`config.mk`:
```
export PLATFORM = sky130hd
export DESIGN_NAME = trrq_ctrl
export DESIGN_NICKNAME = d
export VERILOG_FILES = /design/src/rtl/core/trrq_pkg.sv /design/src/rtl/core/trrq_ctrl.sv
export VERILOG_INCLUDE_DIRS = /design/src /design/src/rtl/core
export SDC_FILE = /design/constraint.sdc
export NUM_CORES = 1
export LEC_CHECK = 0
export ABC_AREA = 1
export BUFFER_PORTS_ARGS = -buffer_cell sky130_fd_sc_hd__buf_2
export CAP_MARGIN = 10
export CORE_AREA = 2 2 39 41
export DETAILED_ROUTE_END_ITERATION = 8
export DIE_AREA = 0 0 41 43
export PLACE_DENSITY_LB_ADDON = 0.12
export SLEW_MARGIN = 20
export SYNTH_ARGS = -nofsm -noshare
export SYNTH_HDL_FRONTEND = slang
export SYNTH_SLANG_ARGS = --single-unit
```
`constraint.sdc`:
```
create_clock -name clk -period 1.2 [get_ports clk]
set_clock_uncertainty 0.1 [all_clocks]
set_input_delay 0.24 -clock clk [delete_from_list [all_inputs] [get_ports clk]]
set_output_delay 0.24 -clock clk [all_outputs]
set_load 0.03 [all_outputs]
```
`src/rtl/core/tcp_receive_reassembly_queue_top_defines.svh`:
```
// Assertion macros used by the reassembly queue controller.
`ifndef TCP_RECEIVE_REASSEMBLY_QUEUE_TOP_DEFINES_SVH
`define TCP_RECEIVE_REASSEMBLY_QUEUE_TOP_DEFINES_SVH

// Same-cycle implication, checked out of reset.
`define TRRQ_ASSERT_IMP(lbl, ante, cons, msg) \
  lbl: assert property (@(posedge clk) disable iff (!rst_n) (ante) |-> (cons)) else $error(msg);

// Next-cycle implication, checked out of reset.
`define TRRQ_ASSERT_NXT(lbl, ante, cons, msg) \
  lbl: assert property (@(posedge clk) disable iff (!rst_n) (ante) |=> (cons)) else $error(msg);

`endif

```
`src/rtl/core/trrq_pkg.sv`:
```
`timescale 1ns / 1ps
package trrq_pkg;
  localparam int OPC_W  = 3;
  localparam int SEQ_W  = 32;
  localparam int LEN_W  = 13;
  localparam int BYTE_W = 8;
  localparam int STS_W  = 3;
  localparam int IN_DATA_W  = 56;
  localparam int OUT_DATA_W = 88;

  localparam logic [OPC_W-1:0] OP_RESTART   = 3'd0;
  localparam logic [OPC_W-1:0] OP_HEADER    = 3'd1;
  localparam logic [OPC_W-1:0] OP_DATA      = 3'd2;
  localparam logic [OPC_W-1:0] OP_READ_SEG  = 3'd3;
  localparam logic [OPC_W-1:0] OP_READ_BYTE = 3'd4;
  localparam logic [OPC_W-1:0] OP_QUERY     = 3'd5;

  localparam logic [STS_W-1:0] ST_OK       = 3'd0;
  localparam logic [STS_W-1:0] ST_FULL     = 3'd1;
  localparam logic [STS_W-1:0] ST_BEHIND   = 3'd2;
  localparam logic [STS_W-1:0] ST_NOFIT    = 3'd3;
  localparam logic [STS_W-1:0] ST_NOTREADY = 3'd4;
  localparam logic [STS_W-1:0] ST_NOP      = 3'd5;

  typedef struct packed {
    logic latch;
    logic exec;
    logic rd_cap;
    logic scan_step;
    logic publish;
  } cmd_t;

  typedef struct packed {
    logic need_rd;
    logic need_scan;
    logic scan_done;
  } sts_t;
endpackage

```
`src/rtl/core/trrq_ctrl.sv`:
```
`timescale 1ns / 1ps
`include "tcp_receive_reassembly_queue_top_defines.svh"
module trrq_ctrl (
  input  logic           clk,
  input  logic           rst_n,
  input  logic           in_tvalid,
  output logic           in_tready,
  output logic           out_tvalid,
  input  logic           out_tready,
  output trrq_pkg::cmd_t cmd,
  input  trrq_pkg::sts_t sts
);
  typedef enum logic [2:0] {S_IDLE, S_EXEC, S_RDWAIT, S_SCAN, S_DONE} state_t;

  state_t state_r, state_nxt;
  logic   out_tvalid_r, out_tvalid_nxt;

  always_comb begin
    cmd           = '0;
    cmd.latch     = (state_r == S_IDLE) && in_tvalid;
    cmd.exec      = (state_r == S_EXEC);
    cmd.rd_cap    = (state_r == S_RDWAIT);
    cmd.scan_step = (state_r == S_SCAN);
    cmd.publish   = (state_r == S_DONE) && (!out_tvalid_r || out_tready);
    state_nxt     = state_r;
    case (state_r)
      S_IDLE: begin
        if (in_tvalid) begin
          state_nxt = S_EXEC;
        end
      end
      S_EXEC: begin
        if (sts.need_rd) begin
          state_nxt = S_RDWAIT;
        end else if (sts.need_scan) begin
          state_nxt = S_SCAN;
        end else begin
          state_nxt = S_DONE;
        end
      end
      S_RDWAIT: begin
        state_nxt = S_DONE;
      end
      S_SCAN: begin
        if (sts.scan_done) begin
          state_nxt = S_DONE;
        end
      end
      S_DONE: begin
        if (!out_tvalid_r || out_tready) begin
          state_nxt = S_IDLE;
        end
      end
      default: begin
        state_nxt = S_IDLE;
      end
    endcase
    if (cmd.publish) begin
      out_tvalid_nxt = 1'b1;
    end else if (out_tready) begin
      out_tvalid_nxt = 1'b0;
    end else begin
      out_tvalid_nxt = out_tvalid_r;
    end
  end

  always_ff @(posedge clk) begin
    if (!rst_n) begin
      state_r      <= S_IDLE;
      out_tvalid_r <= 1'b0;
    end else begin
      state_r      <= state_nxt;
      out_tvalid_r <= out_tvalid_nxt;
    end
  end

  assign in_tready  = (state_r == S_IDLE);
  assign out_tvalid = out_tvalid_r;

  `TRRQ_ASSERT_IMP(a_no_overwrite, cmd.publish, !out_tvalid_r || out_tready, "result overwritten while held")
  `TRRQ_ASSERT_NXT(a_exec_follows, in_tvalid && in_tready, state_r == S_EXEC, "accepted word not executed")
  `TRRQ_ASSERT_NXT(a_scan_ends, state_r == S_SCAN && sts.scan_done, state_r == S_DONE, "scan did not finish")
endmodule

```
Word-level counts from Yosys, hierarchy flattened
Index checks and enable logic that the tools add are counted.
{"block": "word_totals", "regBits": 4, "output_inout_bits": 7, "elab_cells": 24}
{"block": "op_classes", "n_eq_ne": 7, "n_mux": 8, "reduce_logical": 7}
{"cell": "2-to-1 mux 3 bit", "n": 5}
{"cell": "one-hot mux 3 bit (5 select lines)", "n": 1}
{"cell": "equality test 3 x 2 -> 1 bit (second input constant)", "n": 2}
{"cell": "inequality test 2 x 1 -> 1 bit (second input constant)", "n": 2}
{"cell": "equality test 3 x 1 -> 1 bit (second input constant)", "n": 1}
{"cell": "equality test 3 bit (second input constant)", "n": 1}
{"cell": "logical NOT 3 bit", "n": 1}
{"cell": "AND reduction 3 bit", "n": 1}
{"cell": "logical AND 1 bit", "n": 2}
{"cell": "2-to-1 mux 1 bit", "n": 2}
{"cell": "inequality test 2 bit (second input constant)", "n": 1}
{"cell": "nonzero test 2 bit", "n": 1}
{"cell": "logical NOT 1 bit", "n": 1}
{"cell": "logical OR 1 bit", "n": 1}

Logic depth before layout (Yosys ltp)
Gate-level depths: netlist of run 1.
{"block": "logic_depth", "ltp_word": 4, "ltp_mapped": 7}

Least setup slack after synthesis of run 1
No wires, ideal clock.
{"block": "synth_timing", "path_kind": "reg2out", "start": "register state_r[0]", "end": "output cmd[4] (netlist name)", "arrival_time_ns": 0.995, "required_ns": 0.860, "setup_slack_ns": -0.135, "stages_incl_launch_ff": 4, "path_cell_list": "dfxtp_1 nor2_1 nand2_1 nor2_1"}
{"element": "start: declaration", "line": "trrq_ctrl.sv:15", "rtl": "state_t state_r, state_nxt;"}
{"element": "start signal: assignment", "line": "trrq_ctrl.sv:72", "rtl": "state_r <= state_nxt;"}
{"element": "end: declaration", "line": "trrq_ctrl.sv:10", "rtl": "output trrq_pkg::cmd_t cmd,"}

==> impl_metrics.json, run 1 <==
{
  "hp-class": "input pin to register",
  "yosysMostFrequentCell": "nor2_1",
  "relSlewSlack": 0.834,
  "synth_area_um2": 259,
  "drc": 0,
  "p_total_w": 0.000886,
  "synthFlopType": "dfxtp_1",
  "grt_pass1_wl_um": 1150,
  "final-instance-count-excl-fill": 82,
  "synth_nets": 49,
  "cp.arrival_ns": 1.07,
  "syn_inst": 42,
  "pre_cts_slack_ns": -0.0620,
  "ff_latch_area_um2": 87.6,
  "crit_path_start_kind": "register",
  "holdPathStages": 3,
  "diodes": 0,
  "syn_avg_cell_area_um2": 6.17,
  "clk_pin_slew_ns": 0.04,
  "clock-root-buffer": "clkbuf_4",
  "grt_antenna_before_repair": 0,
  "vias": 336,
  "yosysTopAreaCellShare": 0.309,
  "synthDistinctLibCells": 14,
  "cts_tree": "built",
  "vias_per_cell": 4.10,
  "crit_chain": "nor4_4, buf_6",
  "die-area_mm2": 0.00176,
  "drtPass1Iterations": 1,
  "grt_pass1_vias": 288,
  "dp_cells": 76,
  "clock_path_buffers": 2,
  "tightest_slew_ns": 0.246,
  "yosysTopAreaCell": "dfxtp_1",
  "start_util": 0.187,
  "clock.fmax_ghz": 0.710,
  "drv_slew": 0,
  "rows": 14,
  "finalSetupViolations": 6,
  "cpPeakStageDelay_ns": 0.34,
  "critPathRequiredTime_ns": 0.86,
  "fillCellCount": 154,
  "violations": "setup timing",
  "regToRegSetupSlack_ns": 0.01,
  "critPathTopFamily": "flip-flops",
  "setup.worst_path.class": "register to primary output",
  "synth_seq_cells": 4,
  "cp_num_cells": 2,
  "grt_overflow": 0,
  "drt_wl_total_um": 727,
  "yosysWarnings": 0,
  "drv_cap": 0,
  "grt_setup_unrepaired": "true",
  "fin_ws_ns": -0.209,
  "areaGrowthSynthToFinish_pct": 95.2,
  "clock_latency_ns": 0.24,
  "gp_congestion": 0.715,
  "tns_ns": -0.887,
  "cts-hold-fix-buffers": 0,
  "drive_gt1_frac": 0.636,
  "status": "finished, violations left",
  "yosys-top-cells-count": "nor2_1 (11), nand2_1 (9), inv_1 (5)",
  "first_iter_violations": 0,
  "cts_sinks": 4,
  "multi_input_area_um2": 188,
  "r2r_cells": 7,
  "synth-edff-count": 0,
  "critPathBufInv": 1,
  "p_leak_nw": 0.254,
  "cts_max_level": 1,
  "ys_async_sr_fraction": 0,
  "power_density_mw_per_mm2": 1750,
  "numCtsBuffers": 3,
  "fin_nets": 75,
  "netlist_top_cells_area": "dfxtp_1 (31%), nor2_1 (16%), nand2_1 (13%)",
  "gr-usage-all-layers": 0.103,
  "grt_max_degree": 6,
  "dieHeight_um": 43,
  "hold_violations": 0,
  "min_period_over_period": 1.17,
  "ir_drop_mv": 0.611,
  "core_area_mm2": 0.00138,
  "io_pins": 14,
  "path_max_fanout": 5,
  "die-width_um": 41,
  "portBuffers": 13,
  "dp_hpwl_um": 564,
  "yosysSeqAreaShare": 0.309,
  "antenna_left": 0,
  "finish.utilization": 0.365,
  "slowest_stage": "dfxtp_2",
  "end_kind": "primary output",
  "wl_per_cell_um": 8.87,
  "period_needed_ns": 1.41
}
-- final cells by class --
type | count | area share
multi-input cells | 31 | 0.371
flip-flops and latches | 4 | 0.173
well taps | 16 | 0.0396
clock buffers | 3 | 0.0446
repair buffers | 22 | 0.322
inverters | 6 | 0.0495
-- cell usage in the layout (no fill, tap or decap) --
| master | Yosys | final |
|---|---|---|
| nand2_2 | 1 | 3 |
| clkbuf_4 | 0 | 3 |
| nand2_1 | 9 | 7 |
| inv_1 | 5 | 5 |
| nor2_4 | 0 | 2 |
| nand3_1 | 3 | 2 |
| inv_4 | 0 | 1 |
| nor2_1 | 11 | 7 |
| buf_2 | 0 | 7 |
| nor2_2 | 2 | 4 |
| o21ai_0 | 1 | 1 |
| nand3b_1 | 1 | 1 |
| nor4_4 | 0 | 1 |
| buf_6 | 0 | 4 |
| dfxtp_4 | 0 | 1 |
| nand3_2 | 1 | 2 |
| a21oi_1 | 1 | 1 |
| buf_4 | 1 | 11 |
| dfxtp_2 | 0 | 3 |
-- worst register-to-register path, stage by stage, from the launching register on --
cell,delay (ns)
dfxtp_2,0.34
nor2_2,0.14
buf_4,0.13
nand3_1,0.12
nand3_2,0.11
nand2_1,0.05
nand2_1,0.05
nor2_1,0.03
-- registers in the layout, summed over array words and instances (netlist names) --
name	count
out_tvalid	1
state_r	3
-- path summary, 6_finish.rpt --
kind	start	to
setup reg to reg	state_r[0]$_SDFFE_PN0P_	state_r[2]$_SDFFE_PN0P_
hold reg to reg	out_tvalid$_SDFFE_PN0P_	out_tvalid$_SDFFE_PN0P_
setup / recovery	state_r[0]$_SDFFE_PN0P_	cmd[0]
hold / removal	rst_n	state_r[2]$_SDFFE_PN0P_
-- timing repair --
item,CTS,global route
setup buffers,2,1
pin swaps,1,1
endpoints found under the setup margin,6,8
cloned,0,0
gates resized for setup,14,4
-- power by group --
part | internal, W | total, W | switching (W)
Clock | 0.000112 | 0.000172 | 0.0000599
Sequential | 0.000166 | 0.000201 | 0.0000353
Combinational | 0.000238 | 0.000513 | 0.000275
Total | 0.000516 | 0.000886 | 0.000370
-- per-stage QoR --
step	instance area, um^2	hold slack [ns]
after global routing	505	0.151
final	505	0.147
after detailed placement	402	0.396
after floorplan	279	0.253
after CTS	487	0.143
after global placement	402	0.397
-- layer usage --
metal,vias up,share of wire,track usage,routed length [um]
li1,179,-,-,-
met5,-,0,0,0
met3,2,0.058,0.0471,42
met2,10,0.51,0.150,368
met4,0,0.019,0.0800,14
met1,145,0.41,0.106,301
-- cell families after synthesis --
logic type / after synthesis / share of synthesized area
and+or+nand+nor: 29 / 0.536
AOI/OAI and AO/OA: 2 / 0.0386
buffers and inverters: 7 / 0.116
DFF: 4 / 0.309
(Power assumes the default switching activity.)
==> inputs of run 2 (changes only) <==
==> constraint.sdc (replaced) <==
create_clock -name clk -period 1.3 [get_ports clk]
set_clock_uncertainty 0.1 [all_clocks]
set_input_delay 0.26 -clock clk [delete_from_list [all_inputs] [get_ports clk]]
set_output_delay 0.26 -clock clk [all_outputs]
set_load 0.03 [all_outputs]
==> run 2 against run 1 <==
Against the previous run: the run still ends with setup timing left; setup slack better by 0.062 ns; largest power group unchanged; clock-buffer cell count did not move; final cell count unchanged.
==> impl_metrics.json, run 2 (synthesized netlist as in run 1, its figures left out) <==
{
  "status": "finished, violations left",
  "violations": "setup timing",
  "dieHeight_um": 43,
  "grt_overflow": 0,
  "pre_cts_slack_ns": 0.0492,
  "core_area_mm2": 0.00138,
  "hp-class": "input pin to register",
  "die-width_um": 41,
  "power_density_mw_per_mm2": 1620,
  "crit_path_start_kind": "register",
  "areaGrowthSynthToFinish_pct": 110,
  "final-instance-count-excl-fill": 82,
  "p_leak_nw": 0.275,
  "combPwrFrac": 0.603,
  "vias_per_cell": 4.20,
  "min_period_over_period": 1.11,
  "ff_latch_area_um2": 88.8,
  "regToRegSetupSlack_ns": 0.03,
  "clk_pin_slew_ns": 0.04,
  "min_from": "rst_n",
  "rows": 14,
  "hold_violations": 0,
  "drv_cap": 0,
  "p_total_w": 0.000882,
  "final_cell_mix": "buf_4 (10), nor2_1 (8), buf_2 (7), nand2_1 (5), buf_6 (5)",
  "ir_drop_mv": 0.514,
  "cp.arrival_ns": 1.09,
  "clock-root-buffer": "clkbuf_4",
  "final_common_cell": "buf_4",
  "largest_register": "state_r",
  "grt_max_degree": 6,
  "grt_pass1_vias": 323,
  "clock_latency_ns": 0.23,
  "io_pins": 14,
  "period_needed_ns": 1.45,
  "drc": 0,
  "fin_hold_ws_ns": 0.173,
  "grt_setup_unrepaired": "true",
  "first_iter_violations": 6,
  "setup.worst_path.start": "state_r[0]$_SDFFE_PN0P_",
  "die-area_mm2": 0.00176,
  "dp_cells": 72,
  "finalSetupViolations": 6,
  "cts_sinks": 4,
  "path_max_fanout": 5,
  "relSlewSlack": 0.849,
  "drive_gt1_frac": 0.667,
  "tightest_slew_ns": 0.227,
  "critPathRequiredTime_ns": 0.94,
  "dp_hpwl_um": 555,
  "numCtsBuffers": 3,
  "end_kind": "primary output",
  "use_met3": 0.0157,
  "cts-hold-fix-buffers": 0,
  "gp_congestion": 0.760,
  "wl_per_cell_um": 9.17,
  "power_frac_seq": 0.225,
  "fillCellCount": 160,
  "swShare": 0.426,
  "clock_path_buffers": 2,
  "clock.fmax_ghz": 0.691,
  "cts_tree": "built",
  "drtPass1Iterations": 4,
  "fin_nets": 75,
  "drt_wl_total_um": 752,
  "grt_util_met1": 0.112,
  "busiest_layer": "met2",
  "finish.utilization": 0.392,
  "p_switching_w": 0.000376,
  "diodes": 0,
  "rr_startpoint": "state_r[0]$_SDFFE_PN0P_",
  "gr-usage-all-layers": 0.104,
  "grt_antenna_before_repair": 0,
  "grt_pass1_wl_um": 1200,
  "vias": 344,
  "drv_slew": 0,
  "antenna_left": 0,
  "fin_ws_ns": -0.147,
  "internal_power_w": 0.000506,
  "power.share.clock": 0.172,
  "use_met2": 0.159,
  "cts_max_level": 1,
  "multi_input_area_um2": 220,
  "start_util": 0.187,
  "setup.worst_path.class": "register to primary output",
  "portBuffers": 13,
  "largest_register_ffs": 3
}
## run 2: cell counts in the layout (fill, tap and decap cells not counted)
No cell type changed its count.
## run 2: final timing paths
kind                                   to  depth (start not counted)
hold reg to reg   out_tvalid$_SDFFE_PN0P_                          4
setup / recovery                   cmd[0]                          2
setup reg to reg  state_r[2]$_SDFFE_PN0P_                          9
hold / removal    state_r[2]$_SDFFE_PN0P_                          3
## run 2: what timing repair did
item / 4_1_cts / 5_1_grt
resized for setup: 23 / 11
buffers inserted: 6 / 2
setup endpoints to repair: 6 / 9
pin swaps: 5 / 7
## run 2: critical path, cell delays in order, from the launching register on
cell and delay, ns:
dfxtp_4 0.37, nor4_4 0.28, buf_4 0.20
## run 2: cell type report
type	count	share of cell area
Multi-Input combinational cell	31	0.406
Timing Repair Buffer	22	0.306
Sequential cell	4	0.164
Inverter	6	0.0461
Clock buffer	3	0.0415
Tap cell	16	0.0369
## run 2: metal layers
layer / up-vias / part of all wire / routed length [um]
met4: 0 / 0 / 0
li1: 179 / - / -
met5: - / 0 / 0
met3: 0 / 0.039 / 29
met2: 10 / 0.53 / 402
met1: 155 / 0.43 / 320
## run 2: metrics by stage
step / TNS, ns / cell area (um^2)
after CTS: -0.620 / 495
final: -0.524 / 543
after detailed placement: 0 / 354
after global routing: -0.820 / 543
after floorplan: 0 / 262
after global placement: 0 / 354
## run 2: power by group through the flow
stage / clock network, W / registers (W) / logic, W
6_report: 0.000152 / 0.000198 / 0.000532
5_1_grt: 0.000169 / 0.000202 / 0.000572
4_1_cts: 0.000161 / 0.000197 / 0.000462
3_5_place_dp: 0 / 0.000173 / 0.000330
3_3_place_gp: 0 / 0.000172 / 0.000339
2_1_floorplan: 0 / 0.000180 / 0.000228
